===== config.mk =====
export PLATFORM = sky130hd
export DESIGN_NAME = thermal_fan_level_filter_core_flat
export DESIGN_NICKNAME = d
export VERILOG_FILES = /design/src/design/tfl_pkg.sv /design/src/design/tfl_if.sv /design/src/design/tfl_cell.sv /design/src/design/tfl_div.sv /design/src/design/thermal_fan_level_filter_core.sv /design/src/flat_wrapper.sv
export SDC_FILE = /design/constraint.sdc
export NUM_CORES = 1
export LEC_CHECK = 0
export ABC_AREA = 1
export BUFFER_PORTS_ARGS = -buffer_cell sky130_fd_sc_hd__buf_2
export CORE_MARGIN = 8
export CORE_UTILIZATION = 65
export CTS_CLUSTER_SIZE = 14
export DETAILED_ROUTE_END_ITERATION = 6
export PLACE_DENSITY = 0.92
export SYNTH_ARGS = -nofsm -noshare
export SYNTH_HDL_FRONTEND = slang
export SYNTH_SLANG_ARGS = --single-unit
export TNS_END_PERCENT = 5

===== constraint.sdc =====
create_clock -name clk_i -period 8.1 [get_ports clk_i]
set_input_delay 2.43 -clock clk_i [delete_from_list [all_inputs] [get_ports clk_i]]
set_output_delay 2.43 -clock clk_i [all_outputs]
set_load 0.01 [all_outputs]

===== src/design/tfl_pkg.sv =====
// Shared types and constants of the thermal fan level filter.
package tfl_pkg;

  // Field and register widths
  localparam int TEMP_W     = 8;
  localparam int STEP_W     = 6;
  localparam int CNT_W      = 5;
  localparam int WGT_W      = 8;
  localparam int WGT_SLOTS  = 4;
  localparam int WPACK_W    = WGT_W * WGT_SLOTS;
  localparam int LVL_W      = 4;
  localparam int LRUN_W     = 2;

  // Window depth and the width of the sum-phase cycle counter
  localparam int WINDOW     = 4;
  localparam int SUM_CW     = (WINDOW > 1) ? $clog2(WINDOW) : 1;

  // Weighted sum fits 4 weighted slots of 15 * 255
  localparam int SUM_W      = 14;
  localparam int WSUM_W     = 10;

  // Divider: dividend 2S+W, divisor 2W, four quotient bits plus saturation
  localparam int DVD_W      = SUM_W + 1;
  localparam int DVS_W      = WSUM_W + 1;
  localparam int QUO_W      = 4;
  localparam int QCNT_W     = 2;

  // Configuration port
  localparam int CFG_IDX_W  = 3;
  localparam int CFG_DATA_W = 32;

  // Reset values of the configuration registers
  localparam logic signed [TEMP_W-1:0] CPU_BASE_RST = 8'sd40;
  localparam logic [STEP_W-1:0]        CPU_STEP_RST = 6'd5;
  localparam logic signed [TEMP_W-1:0] GPU_BASE_RST = 8'sd40;
  localparam logic [STEP_W-1:0]        GPU_STEP_RST = 6'd5;
  localparam logic [CNT_W-1:0]         LVL_CNT_RST  = 5'd8;
  localparam logic [WPACK_W-1:0]       WEIGHTS_RST  = 32'h0101_0101;

  // Lows in a row before a fall in level takes effect
  localparam logic [LRUN_W-1:0] LOW_RUN_LIMIT = 2'd3;

  // Register indexes
  typedef enum logic [CFG_IDX_W-1:0] {
    CFG_CPU_BASE    = 3'd0,
    CFG_CPU_STEP    = 3'd1,
    CFG_GPU_BASE    = 3'd2,
    CFG_GPU_STEP    = 3'd3,
    CFG_LEVEL_COUNT = 3'd4,
    CFG_WEIGHTS     = 3'd5
  } cfg_idx_e;

  // Sequencer states
  typedef enum logic [2:0] {
    ST_IDLE,
    ST_LDIV,
    ST_SUM,
    ST_AVG,
    ST_ADIV,
    ST_OUT
  } state_e;

  // Running sums handed from cell to cell
  typedef struct packed {
    logic [SUM_W-1:0]  sum;
    logic [WSUM_W-1:0] wsum;
  } acc_t;

  // Divider request and response
  typedef struct packed {
    logic             start;
    logic [DVD_W-1:0] dividend;
    logic [DVS_W-1:0] divisor;
  } div_req_t;

  typedef struct packed {
    logic             done;
    logic [QUO_W-1:0] quotient;
  } div_rsp_t;

endpackage


===== src/design/tfl_if.sv =====
// Valid/ready channel interfaces for the input and result words.
interface tfl_in_if;
  logic                                valid;
  logic                                ready;
  logic signed [tfl_pkg::TEMP_W-1:0]   cpu_temp;
  logic signed [tfl_pkg::TEMP_W-1:0]   gpu_temp;

  modport source (output valid, output cpu_temp, output gpu_temp, input ready);
  modport sink (input valid, input cpu_temp, input gpu_temp, output ready);
endinterface

interface tfl_out_if;
  logic                        valid;
  logic                        ready;
  logic [tfl_pkg::LVL_W-1:0]   level;
  logic                        send;

  modport source (output valid, output level, output send, input ready);
  modport sink (input valid, input level, input send, output ready);
endinterface


===== src/design/tfl_cell.sv =====
// One window cell: holds a level, shifts it on, adds its weighted share to the running sums.
module tfl_cell (
  input  logic                      clk_i,
  input  logic                      rst_ni,
  input  logic                      shift_i,
  input  logic [tfl_pkg::LVL_W-1:0] level_i,
  input  logic [tfl_pkg::WGT_W-1:0] weight_i,
  input  tfl_pkg::acc_t             acc_i,
  output logic [tfl_pkg::LVL_W-1:0] level_o,
  output tfl_pkg::acc_t             acc_o
);
  import tfl_pkg::*;

  logic [LVL_W-1:0]       entry_q, entry_d;
  acc_t                   acc_q, acc_d;
  logic [LVL_W+WGT_W-1:0] prod;

  // Take the neighbor's level on a shift, else hold
  always_comb begin
    entry_d = shift_i ? level_i : entry_q;
  end

  // Add this cell's product and weight to the incoming sums
  always_comb begin
    prod       = entry_q * weight_i;
    acc_d.sum  = acc_i.sum + SUM_W'(prod);
    acc_d.wsum = acc_i.wsum + WSUM_W'(weight_i);
  end

  always_ff @(posedge clk_i or negedge rst_ni) begin
    if (!rst_ni) begin
      entry_q <= '0;
      acc_q   <= '0;
    end else begin
      entry_q <= entry_d;
      acc_q   <= acc_d;
    end
  end

  assign level_o = entry_q;
  assign acc_o   = acc_q;

endmodule


===== src/design/tfl_div.sv =====
// Iterative restoring divider, one quotient bit per cycle, saturating at the top code.
module tfl_div (
  input  logic                clk_i,
  input  logic                rst_ni,
  input  tfl_pkg::div_req_t   req_i,
  output tfl_pkg::div_rsp_t   rsp_o
);
  import tfl_pkg::*;

  logic              busy_q, busy_d;
  logic              done_q, done_d;
  logic              sat_q, sat_d;
  logic [QCNT_W-1:0] cnt_q, cnt_d;
  logic [DVD_W-1:0]  rem_q, rem_d;
  logic [DVS_W-1:0]  dvs_q, dvs_d;
  logic [QUO_W-1:0]  quo_q, quo_d;
  logic [DVD_W-1:0]  trial;
  logic [DVD_W-1:0]  top_trial;

  // Divisor shifted to the current bit, and to one past the top bit
  assign trial     = DVD_W'(dvs_q) << cnt_q;
  assign top_trial = DVD_W'(req_i.divisor) << QUO_W;

  always_comb begin
    busy_d = busy_q;
    done_d = 1'b0;
    sat_d  = sat_q;
    cnt_d  = cnt_q;
    rem_d  = rem_q;
    dvs_d  = dvs_q;
    quo_d  = quo_q;
    if (req_i.start) begin
      // Load operands; flag a quotient past the top code
      busy_d = 1'b1;
      sat_d  = req_i.dividend >= top_trial;
      cnt_d  = QCNT_W'(QUO_W - 1);
      rem_d  = req_i.dividend;
      dvs_d  = req_i.divisor;
      quo_d  = '0;
    end else if (busy_q) begin
      // Subtract where it fits and set the quotient bit
      if (rem_q >= trial) begin
        rem_d        = rem_q - trial;
        quo_d[cnt_q] = 1'b1;
      end
      if (cnt_q == '0) begin
        busy_d = 1'b0;
        done_d = 1'b1;
      end else begin
        cnt_d = cnt_q - 1'b1;
      end
    end
  end

  always_ff @(posedge clk_i or negedge rst_ni) begin
    if (!rst_ni) begin
      busy_q <= 1'b0;
      done_q <= 1'b0;
      sat_q  <= 1'b0;
      cnt_q  <= '0;
    end else begin
      busy_q <= busy_d;
      done_q <= done_d;
      sat_q  <= sat_d;
      cnt_q  <= cnt_d;
    end
  end

  always_ff @(posedge clk_i) begin
    rem_q <= rem_d;
    dvs_q <= dvs_d;
    quo_q <= quo_d;
  end

  assign rsp_o.done     = done_q;
  assign rsp_o.quotient = sat_q ? {QUO_W{1'b1}} : quo_q;

endmodule


===== src/design/thermal_fan_level_filter_core.sv =====
// Thermal fan level filter: each accepted word (CPU and GPU temperature)
// gives one result word (fan level, send flag). One word is in work at a time;
// from acceptance to the result register it goes through the two level
// divisions, which run side by side in the two radix-2 dividers and end with
// the shift into the window, the ripple of the weighted sums down the row of
// window cells, and the average division and the hysteresis update. The next
// word is taken in the idle state once the result is in the output register,
// even while that result still waits to be read; the block only holds in its
// last step if the previous result has not been taken yet.
// Configuration writes are taken at any cycle and must only come while idle.
module thermal_fan_level_filter_core (
  input  logic                          clk_i,
  input  logic                          rst_ni,
  input  logic                          cfg_we_i,
  input  logic [tfl_pkg::CFG_IDX_W-1:0] cfg_idx_i,
  input  logic [tfl_pkg::CFG_DATA_W-1:0] cfg_data_i,
  tfl_in_if.sink                        in_if,
  tfl_out_if.source                     out_if
);
  import tfl_pkg::*;

  // Configuration registers
  logic signed [TEMP_W-1:0] cpu_base_q, gpu_base_q;
  logic [STEP_W-1:0]        cpu_step_q, gpu_step_q;
  logic [CNT_W-1:0]         lvl_cnt_q;
  logic [WPACK_W-1:0]       weights_q;

  // Sequencer
  state_e            st_q, st_d;
  logic [SUM_CW-1:0] sum_cnt_q, sum_cnt_d;
  logic              in_acc;
  logic              shift_en;
  logic              avg_start;
  logic              out_load;

  // Level division operands
  logic signed [TEMP_W:0] cpu_diff, gpu_diff;
  logic                   cpu_pos_q, gpu_pos_q;
  logic [DVS_W-1:0]       cpu_dvs, gpu_dvs;
  div_req_t               div_a_req, div_b_req;
  div_rsp_t               div_a_rsp, div_b_rsp;

  // Levels
  logic [LVL_W-1:0] lvl_max;
  logic [LVL_W-1:0] cpu_lvl, gpu_lvl, top_lvl;

  // Window row
  logic [LVL_W-1:0] cell_lvl [WINDOW];
  logic [WGT_W-1:0] cell_wgt [WINDOW];
  acc_t             cell_acc [WINDOW];
  acc_t             sums;

  // Hysteresis state and result
  logic [LVL_W-1:0]  sent_q, sent_d;
  logic              first_q, first_d;
  logic [LRUN_W-1:0] low_run_q, low_run_d, low_run_inc;
  logic [LVL_W-1:0]  avg, value;
  logic              send;
  logic              out_valid_q, out_valid_d;
  logic [LVL_W-1:0]  out_level_q;
  logic              out_send_q;

  // Write configuration registers
  always_ff @(posedge clk_i or negedge rst_ni) begin
    if (!rst_ni) begin
      cpu_base_q <= CPU_BASE_RST;
      cpu_step_q <= CPU_STEP_RST;
      gpu_base_q <= GPU_BASE_RST;
      gpu_step_q <= GPU_STEP_RST;
      lvl_cnt_q  <= LVL_CNT_RST;
      weights_q  <= WEIGHTS_RST;
    end else if (cfg_we_i) begin
      unique case (cfg_idx_e'(cfg_idx_i))
        CFG_CPU_BASE:    cpu_base_q <= TEMP_W'(cfg_data_i);
        CFG_CPU_STEP:    cpu_step_q <= STEP_W'(cfg_data_i);
        CFG_GPU_BASE:    gpu_base_q <= TEMP_W'(cfg_data_i);
        CFG_GPU_STEP:    gpu_step_q <= STEP_W'(cfg_data_i);
        CFG_LEVEL_COUNT: lvl_cnt_q  <= CNT_W'(cfg_data_i);
        CFG_WEIGHTS:     weights_q  <= WPACK_W'(cfg_data_i);
        default: ;
      endcase
    end
  end

  // Next state
  always_comb begin
    st_d      = st_q;
    sum_cnt_d = sum_cnt_q;
    unique case (st_q)
      ST_IDLE: begin
        if (in_if.valid) st_d = ST_LDIV;
      end
      ST_LDIV: begin
        sum_cnt_d = '0;
        if (div_a_rsp.done) st_d = ST_SUM;
      end
      ST_SUM: begin
        sum_cnt_d = sum_cnt_q + 1'b1;
        if (sum_cnt_q == SUM_CW'(WINDOW - 1)) st_d = ST_AVG;
      end
      ST_AVG: begin
        st_d = ST_ADIV;
      end
      ST_ADIV: begin
        if (div_a_rsp.done) st_d = ST_OUT;
      end
      ST_OUT: begin
        if (!out_valid_q || out_if.ready) st_d = ST_IDLE;
      end
      default: st_d = ST_IDLE;
    endcase
  end

  // Sequencer outputs
  always_comb begin
    in_if.ready = 1'b0;
    shift_en    = 1'b0;
    avg_start   = 1'b0;
    out_load    = 1'b0;
    unique case (st_q)
      ST_IDLE: in_if.ready = 1'b1;
      ST_LDIV: shift_en    = div_a_rsp.done;
      ST_SUM:  ;
      ST_AVG:  avg_start   = 1'b1;
      ST_ADIV: ;
      ST_OUT:  out_load    = !out_valid_q || out_if.ready;
      default: ;
    endcase
  end

  assign in_acc = in_if.valid && in_if.ready;

  always_ff @(posedge clk_i or negedge rst_ni) begin
    if (!rst_ni) begin
      st_q      <= ST_IDLE;
      sum_cnt_q <= '0;
    end else begin
      st_q      <= st_d;
      sum_cnt_q <= sum_cnt_d;
    end
  end

  // Offsets from the base temperatures; a zero step counts as one
  assign cpu_diff = (TEMP_W+1)'(in_if.cpu_temp) - (TEMP_W+1)'(cpu_base_q);
  assign gpu_diff = (TEMP_W+1)'(in_if.gpu_temp) - (TEMP_W+1)'(gpu_base_q);
  assign cpu_dvs  = (cpu_step_q == '0) ? DVS_W'(1) : DVS_W'(cpu_step_q);
  assign gpu_dvs  = (gpu_step_q == '0) ? DVS_W'(1) : DVS_W'(gpu_step_q);

  // Remember which offsets are above zero; the rest give level zero
  always_ff @(posedge clk_i) begin
    if (in_acc) begin
      cpu_pos_q <= !cpu_diff[TEMP_W] && (cpu_diff != '0);
      gpu_pos_q <= !gpu_diff[TEMP_W] && (gpu_diff != '0);
    end
  end

  // Divider A serves the CPU level, then the average; divider B the GPU level
  always_comb begin
    if (st_q == ST_AVG) begin
      div_a_req.start    = avg_start;
      div_a_req.dividend = {sums.sum, 1'b0} + DVD_W'(sums.wsum);
      div_a_req.divisor  = {sums.wsum, 1'b0};
    end else begin
      div_a_req.start    = in_acc;
      div_a_req.dividend = DVD_W'(cpu_diff[TEMP_W-1:0]);
      div_a_req.divisor  = cpu_dvs;
    end
    div_b_req.start    = in_acc;
    div_b_req.dividend = DVD_W'(gpu_diff[TEMP_W-1:0]);
    div_b_req.divisor  = gpu_dvs;
  end

  tfl_div u_div_a (
    .clk_i  (clk_i),
    .rst_ni (rst_ni),
    .req_i  (div_a_req),
    .rsp_o  (div_a_rsp)
  );

  tfl_div u_div_b (
    .clk_i  (clk_i),
    .rst_ni (rst_ni),
    .req_i  (div_b_req),
    .rsp_o  (div_b_rsp)
  );

  // Top level code: count minus one, count held to 1..16
  always_comb begin
    if (lvl_cnt_q == '0) begin
      lvl_max = '0;
    end else if (lvl_cnt_q[CNT_W-1]) begin
      lvl_max = {LVL_W{1'b1}};
    end else begin
      lvl_max = LVL_W'(lvl_cnt_q - 1'b1);
    end
  end

  // Clamp both levels and keep the larger
  always_comb begin
    cpu_lvl = '0;
    gpu_lvl = '0;
    if (cpu_pos_q) begin
      cpu_lvl = (div_a_rsp.quotient > lvl_max) ? lvl_max : div_a_rsp.quotient;
    end
    if (gpu_pos_q) begin
      gpu_lvl = (div_b_rsp.quotient > lvl_max) ? lvl_max : div_b_rsp.quotient;
    end
    top_lvl = (cpu_lvl > gpu_lvl) ? cpu_lvl : gpu_lvl;
  end

  // Row of window cells, oldest first; sums ripple toward the newest
  for (genvar i = 0; i < WINDOW; i++) begin : g_cell
    logic [LVL_W-1:0] lvl_in;
    acc_t             acc_in;

    if (i < WGT_SLOTS) begin : g_wgt
      assign cell_wgt[i] = weights_q[WGT_W*i +: WGT_W];
    end else begin : g_nowgt
      assign cell_wgt[i] = '0;
    end

    if (i == WINDOW - 1) begin : g_last
      assign lvl_in = top_lvl;
    end else begin : g_mid
      assign lvl_in = cell_lvl[i+1];
    end

    if (i == 0) begin : g_first
      assign acc_in = '0;
    end else begin : g_chain
      assign acc_in = cell_acc[i-1];
    end

    tfl_cell u_cell (
      .clk_i    (clk_i),
      .rst_ni   (rst_ni),
      .shift_i  (shift_en),
      .level_i  (lvl_in),
      .weight_i (cell_wgt[i]),
      .acc_i    (acc_in),
      .level_o  (cell_lvl[i]),
      .acc_o    (cell_acc[i])
    );
  end

  assign sums = cell_acc[WINDOW-1];

  // Hold a fall until the third low in a row, then flag a changed or first level
  always_comb begin
    avg         = (sums.wsum == '0) ? '0 : div_a_rsp.quotient;
    low_run_inc = low_run_q + 1'b1;
    value       = avg;
    low_run_d   = '0;
    if (avg < sent_q) begin
      if (low_run_inc < LOW_RUN_LIMIT) begin
        value     = sent_q;
        low_run_d = low_run_inc;
      end
    end
    send    = (value != sent_q) || first_q;
    sent_d  = send ? value : sent_q;
    first_d = first_q && !send;
  end

  // Advance hysteresis state when the result word is loaded
  always_ff @(posedge clk_i or negedge rst_ni) begin
    if (!rst_ni) begin
      sent_q    <= '0;
      first_q   <= 1'b1;
      low_run_q <= '0;
    end else if (out_load) begin
      sent_q    <= sent_d;
      first_q   <= first_d;
      low_run_q <= low_run_d;
    end
  end

  // Output register: load a word, drop valid once taken
  always_comb begin
    out_valid_d = out_valid_q;
    if (out_load) begin
      out_valid_d = 1'b1;
    end else if (out_if.ready) begin
      out_valid_d = 1'b0;
    end
  end

  always_ff @(posedge clk_i or negedge rst_ni) begin
    if (!rst_ni) begin
      out_valid_q <= 1'b0;
    end else begin
      out_valid_q <= out_valid_d;
    end
  end

  always_ff @(posedge clk_i) begin
    if (out_load) begin
      out_level_q <= value;
      out_send_q  <= send;
    end
  end

  assign out_if.valid = out_valid_q;
  assign out_if.level = out_level_q;
  assign out_if.send  = out_send_q;

endmodule


===== src/flat_wrapper.sv =====
// flat-port wrapper written by rule: the top's interface ports become plain ports
module thermal_fan_level_filter_core_flat import tfl_pkg::*;
  (clk_i, rst_ni, cfg_we_i, cfg_idx_i, cfg_data_i, in_if_valid, in_if_cpu_temp, in_if_gpu_temp, in_if_ready, out_if_valid, out_if_level, out_if_send, out_if_ready);
  tfl_in_if in_if_i ();
  tfl_out_if out_if_i ();
  input  logic clk_i;
  input  logic rst_ni;
  input  logic cfg_we_i;
  input  logic [tfl_pkg::CFG_IDX_W-1:0] cfg_idx_i;
  input  logic [tfl_pkg::CFG_DATA_W-1:0] cfg_data_i;
  input wire logic [$bits(in_if_i.valid)-1:0] in_if_valid;
  input wire logic [$bits(in_if_i.cpu_temp)-1:0] in_if_cpu_temp;
  input wire logic [$bits(in_if_i.gpu_temp)-1:0] in_if_gpu_temp;
  output wire logic [$bits(in_if_i.ready)-1:0] in_if_ready;
  output wire logic [$bits(out_if_i.valid)-1:0] out_if_valid;
  output wire logic [$bits(out_if_i.level)-1:0] out_if_level;
  output wire logic [$bits(out_if_i.send)-1:0] out_if_send;
  input wire logic [$bits(out_if_i.ready)-1:0] out_if_ready;
  assign in_if_i.valid = in_if_valid;
  assign in_if_i.cpu_temp = in_if_cpu_temp;
  assign in_if_i.gpu_temp = in_if_gpu_temp;
  assign in_if_ready = in_if_i.ready;
  assign out_if_valid = out_if_i.valid;
  assign out_if_level = out_if_i.level;
  assign out_if_send = out_if_i.send;
  assign out_if_i.ready = out_if_ready;
  thermal_fan_level_filter_core u_core (.clk_i(clk_i), .rst_ni(rst_ni), .cfg_we_i(cfg_we_i), .cfg_idx_i(cfg_idx_i), .cfg_data_i(cfg_data_i), .in_if(in_if_i), .out_if(out_if_i));
endmodule

Word level (Yosys, flattened, before mapping)
Index checks and enable logic that the tools add are counted.
{"block": "classes", "addsub": 16, "n_mul": 4, "div_mod_pow": 0, "n_lt_le_gt_ge": 13, "n_eq_ne": 19, "n_shift": 2, "muxes": 54, "bitwise_logic": 2, "reduce_logical": 42}
{"op": "multiplier 4 x 8 -> 12 bit", "n": 4}
{"op": "2-to-1 mux 4 bit", "n": 12}
{"op": "greater-or-equal comparator 15 bit", "n": 3}
{"op": "2-to-1 mux 15 bit", "n": 3}
{"op": "<< shifter 11 x 2 -> 15 bit", "n": 2}
{"op": "subtractor 15 bit", "n": 2}
{"op": "2-to-1 mux 27 bit", "n": 1}
{"op": "AND reduction 2 bit", "n": 13}
{"op": "2-to-1 mux 8 bit", "n": 3}
{"op": "case mux 3 bit (6 select lines)", "n": 1}
{"op": "nonzero test 9 bit", "n": 2}
{"op": "subtractor 8 x 8 -> 9 bit", "n": 2}
{"op": "2-to-1 mux 1 bit", "n": 16}
{"op": "2-to-1 mux 2 bit", "n": 8}
{"op": "adder 15 x 10 -> 15 bit", "n": 1}
{"op": "greater-or-equal comparator 8 x 15 -> 1 bit", "n": 1}
{"op": "2-to-1 mux 3 bit", "n": 5}
{"op": "adder 13 x 12 -> 14 bit", "n": 1}
{"op": "adder 14 x 12 -> 14 bit", "n": 1}
{"op": "adder 12 x 12 -> 13 bit", "n": 1}
{"op": "equality test 3 x 2 -> 1 bit (second input constant)", "n": 4}
{"op": "equality test 3 bit (second input constant)", "n": 4}
{"op": "greater-than comparator 4 bit", "n": 3}
{"op": "logical NOT 6 bit", "n": 2}
{"op": "28 further kinds", "n": 57}
{"block": "totals", "ff_bits": 260, "latch_bits": 0, "ramBits": 0, "romBits": 0, "input_bits": 56, "output_inout_bits": 7, "elab_cells": 194, "n_memories": 0}

Depth between registers and ports, before layout
{"block": "depth", "word_depth": 8, "ltp_mapped": 24}

Modules after synthesis
Synthesis repeated with hierarchy kept, for this count alone.
{"block": "unflattened", "hier_cells": 2952, "hier_area_um2": 22230.1}
{"module": "tfl_cell (u_core.g_cell[0].u_cell ...)", "instances": 2, "cells_each": 386, "area_per_inst_um2": 2821.5, "seq_area_each_um2": 700.7}
{"module": "thermal_fan_level_filter_core", "instances": 1, "cells_each": 682, "area_per_inst_um2": 5477.8, "seq_area_each_um2": 2179.6}
{"module": "tfl_div", "instances": 2, "cells_each": 363, "area_per_inst_um2": 2732.6, "seq_area_each_um2": 985.9}
{"module": "tfl_cell (u_core.g_cell[3].u_cell)", "instances": 1, "cells_each": 386, "area_per_inst_um2": 2825.2, "seq_area_each_um2": 700.7}
{"module": "tfl_cell (u_core.g_cell[2].u_cell)", "instances": 1, "cells_each": 386, "area_per_inst_um2": 2819.0, "seq_area_each_um2": 700.7}

Worst setup path before layout
No wires, ideal clock.
{"block": "synth_timing", "path_kind": "input to register", "from": "in in_if_cpu_temp[0]", "to": "reg u_core.u_div_a.sat_q", "arrival_ps": 4663, "required_time_ps": 7962, "path_slack_ps": 3300, "cell_stages": 16, "path_cell_list": "inv_1 > ha_1 > inv_1 > fa_1 > a31oi_1 > inv_1 > a21oi_1 > o21bai_1 > xor2_1 > o21ai_0 > ha_1 > a21oi_1 > o21a_1 > nor4b_1 > a211oi_1 > a31oi_1"}
{"block": "synth_between", "elab_chain_len": 3}
{"item": "start, declared", "line_no": "flat_wrapper.sv:12", "text": "input wire logic [$bits(in_if_i.cpu_temp)-1:0] in_if_cpu_temp;"}
{"item": "subtractor 8 x 8 -> 9 bit", "line_no": "thermal_fan_level_filter_core.sv:144", "text": "assign cpu_diff = (TEMP_W+1)'(in_if.cpu_temp) - (TEMP_W+1)'(cpu_base_q);"}
{"item": "2-to-1 mux 27 bit", "line_no": "thermal_fan_level_filter_core.sv:159", "text": "if (st_q == ST_AVG) begin"}
{"item": "greater-or-equal comparator 15 bit", "line_no": "tfl_div.sv:35", "text": "sat_d = req_i.dividend >= top_trial;"}
{"item": "end signal, assigned", "line_no": "tfl_div.sv:64", "text": "sat_q <= sat_d;"}
{"item": "end, declared", "line_no": "tfl_div.sv:12", "text": "logic sat_q, sat_d;"}
Every way passes these cells.
A chain may end at the register's enable or synchronous reset.

Worst setup path in the final report
{"block": "layout_timing", "from": "in in_if_valid", "to": "reg u_core.u_div_a.rem_q[2] (enable)"}
{"block": "layout_between", "elab_chain_len": 4}
{"item": "start, declared", "line_no": "flat_wrapper.sv:11", "text": "input wire logic [$bits(in_if_i.valid)-1:0] in_if_valid;"}
{"item": "logical AND 1 bit (*)", "line_no": "thermal_fan_level_filter_core.sv:131", "text": "assign in_acc = in_if.valid && in_if.ready;"}
{"item": "2-to-1 mux 27 bit (*)", "line_no": "thermal_fan_level_filter_core.sv:159"}
{"item": "nonzero test 2 bit (no source line)"}
{"item": "AND reduction 2 bit (no source line) (*)"}
{"item": "end signal, assigned", "line_no": "tfl_div.sv:70", "text": "rem_q <= rem_d;"}
{"item": "end, declared", "line_no": "tfl_div.sv:14", "text": "logic [DVD_W-1:0] rem_q, rem_d;"}
Every way passes the cells marked *; elsewhere a longest branch is shown, timed or not.

==> results.cfg <==
[run_status]
outcome = completed

[hold_path]
hold_class = reg -> reg

[floorplanning]
initial_core_util = 0.662
ioPinCount = 63
dieArea_mm2 = 0.0340
rows = 61
core_area_mm2 = 0.0279
fp.dieW_um = 184
die_h_um = 184

[finish]
multi_input_area_mm2 = 0.00994
fin_cells = 2649
area_delta_synth_final_pct = 8.47
fillers = 1920
final_layout_size_suffix_gt1_frac = 0.0837
ff_latch_area_mm2 = 0.00656
layout.nets = 2580

[sta]
worst_slew_pin_slew_ns = 1.11
fmax_mhz = 201
whs_ns = 0.452
final-setup-viol-count = 0
finalMaxSlewViolations = 0
skew_ns = 0.0147
min_period_ns = 4.98
rsz0062_at_grt = no
post-route-period-util = 0.615
hold_viol = 0
timing.slew.headroom = 0.259
fin_tns_setup_ns = 0

[power]
p_leak_nw = 11.1
peakVddDrop_mv = 0.216
powerDensity_mw_per_mm2 = 390

[cts]
clock_tree.buffer_depth = 3
cts.repair.resized = 0
cts_made_buffers = 29
cts_tree = done
post_cts_buffers = 0
clock-sinks = 255
htreeDepth = 1
clk_latency_ns = 0.56
root_buffer = clkbuf_16
clk_pin_slew_ns = 0.06
cts_hold_buf = 0

[critical_path]
crit_path_end_kind = flip-flop
crit_type = in -> reg
crit_arrival_ns = 5.17
path_max_fanout = 29
start_kind = input port
worst_ep_required_time_ns = 8.29

[synthesis]
async_flop_share = 0.757
syn_avg_cell_area_um2 = 8.41
yosysSeqAreaShare = 0.355
synth_common_cells = inv_1, nand2_1, ha_1
synth_area_leaders = dfrtp_1, ha_1, inv_1
synth-edff-count = 47
synthCells = 2194
synthFlopType = dfrtp_1
syn-num-nets = 2527
synth.distinct_cells = 58
yosysMostFrequentCell = inv_1
synth_warnings = 0
yosys_register_bits = 255
synth_top_area_share = 0.243
synth_area_mm2 = 0.0185
yosysTopAreaCell = dfrtp_1

[grt]
grt_pass1_wl_um = 74200
grt_pass1_vias = 15709
grt_usage = 0.268
grt_overflow = 0
grt_max_degree = 83
antenna_found_initial = 1

[route]
wl_per_cell_um = 16.9
drcViolationCount = 0
ant_nets = 0
routed_wl_um = 44800
via_count = 14987
drt_pass1_iterations = 6
avgViaCountPerCell = 5.66
first_iter_violations = 1091

[placed_design]
hpwl_um = 33200
numPortBuffers = 62
place_inst = 2594
place.gp.congestion = 0.952

[run]
timing.max_cap.violations = 0
[placed cells by master, fill, tap and decap left out, types with 11 or more instances in the layout]
cell,count
a21oi_1,127
a31oi_1,18
buf_2,61
clkbuf_16,31
dfrtp_1,179
dfstp_2,14
dfxtp_1,15
edfxtp_1,47
fa_1,83
ha_1,194
inv_1,468
mux2_2,33
nand2_1,455
nand3_1,55
nor2_1,99
nor3_1,15
o21ai_0,149
o21bai_1,11
xnor2_1,24
xor2_1,56
[area by class of cell]
type                    instances  area share
inverters                     474      0.0889
clock inverters                15     0.00481
clock buffers                  39      0.0408
well taps                     378      0.0236
diodes                          1    0.000125
flip-flops and latches        255       0.328
repair buffers                 66      0.0174
multi-input cells            1421       0.497
[worst max-delay path: stages]
cell and delay [ns]:
buf_2 0.09, inv_1 0.04, nor2_2 0.84, inv_2 0.37
nand2_2 0.57, inv_2 0.27, nand2_1 0.54
[metrics by stage]
stage | setup WS, ns | utilization | power, mW | area (µm²)
2_1_floorplan | 3.30 | - | 5.37 | 18500
3_3_place_gp | 2.69 | 0.686 | 6.12 | 19100
3_5_place_dp | 2.57 | 0.686 | 6.40 | 19100
4_1_cts | 3.14 | 0.718 | 7.74 | 20000
5_1_grt | 2.86 | 0.718 | 8.48 | 20000
6_report | 3.12 | 0.718 | 7.81 | 20000
[metal layers]
metal	wire, µm	vias to the layer above	global-route usage
li1	-	7056	-
met1	17100	7157	0.303
met2	22600	589	0.483
met3	2500	185	0.0362
met4	2620	0	0.150
met5	0	-	0
[flip-flops by register name, summed over array words and instances (netlist names), 3 cells and up]
| name | flops |
|---|---|
| u_core.cpu_base_q | 8 |
| u_core.cpu_step_q | 6 |
| u_core.gpu_step_q | 6 |
| u_core.u_div_a.rem_q | 15 |
| u_core.u_div_b.rem_q | 15 |
| u_core.weights_q | 32 |
| u_core.lvl_cnt_q | 5 |
| u_core.u_div_b.quo_q | 4 |
| u_core.out_if.level | 4 |
| u_core.g_cell.u_cell.level_o | 16 |
| u_core.g_cell.u_cell.acc_o | 90 |
| u_core.sent_q | 4 |
| u_core.gpu_base_q | 8 |
| u_core.u_div_b.dvs_q | 6 |
| u_core.u_div_a.dvs_q | 11 |
| u_core.st_q | 3 |
| u_core.u_div_a.quo_q | 4 |
[cells by family (layout without fill, tap and decap cells)]
| family | Yosys count | in the layout | synth area share |
|---|---|---|---|
| flip-flops | 255 | 255 | 0.355 |
| other | 0 | 1 | 0 |
| AND/OR/NAND/NOR | 668 | 668 | 0.149 |
| XOR/XNOR | 80 | 80 | 0.0380 |
| AO/OA/AOI/OAI | 361 | 361 | 0.108 |
| multiplexers | 35 | 35 | 0.0212 |
| buffers and inverters | 518 | 594 | 0.106 |
| adder cells (fa/ha/maj) | 277 | 277 | 0.222 |
[report_power, final]
group	switching [mW]	leakage [nW]	internal [mW]
sequential	0.416	3.00	1.87
combinational	2.71	7.69	1.56
clock	0.550	0.435	0.709
[final timing paths]
kind | from | cells past startpoint | end | slack [ns]
min reg2reg | u_core.weights_q[0]$_DFFE_PN1P_ | 0 | u_core.g_cell[0].u_cell.acc_o[0]$_DFF_PN0_ | 0.45
min in group asynchronous | rst_ni | 1 | u_core.g_cell[1].u_cell.acc_o[21]$_DFF_PN0_ | 1.92
max reg2reg | u_core.weights_q[8]$_DFFE_PN1P_ | 15 | u_core.g_cell[1].u_cell.acc_o[20]$_DFF_PN0_ | 3.93
min | u_core.weights_q[0]$_DFFE_PN1P_ | 0 | u_core.g_cell[0].u_cell.acc_o[0]$_DFF_PN0_ | 0.45
max in group asynchronous | rst_ni | 2 | u_core.weights_q[19]$_DFFE_PN0P_ | 4.98
max | in_if_valid | 7 | u_core.u_div_a.rem_q[2]$_DFFE_PP_ | 3.12
Power figures use the tool's default switching activity.
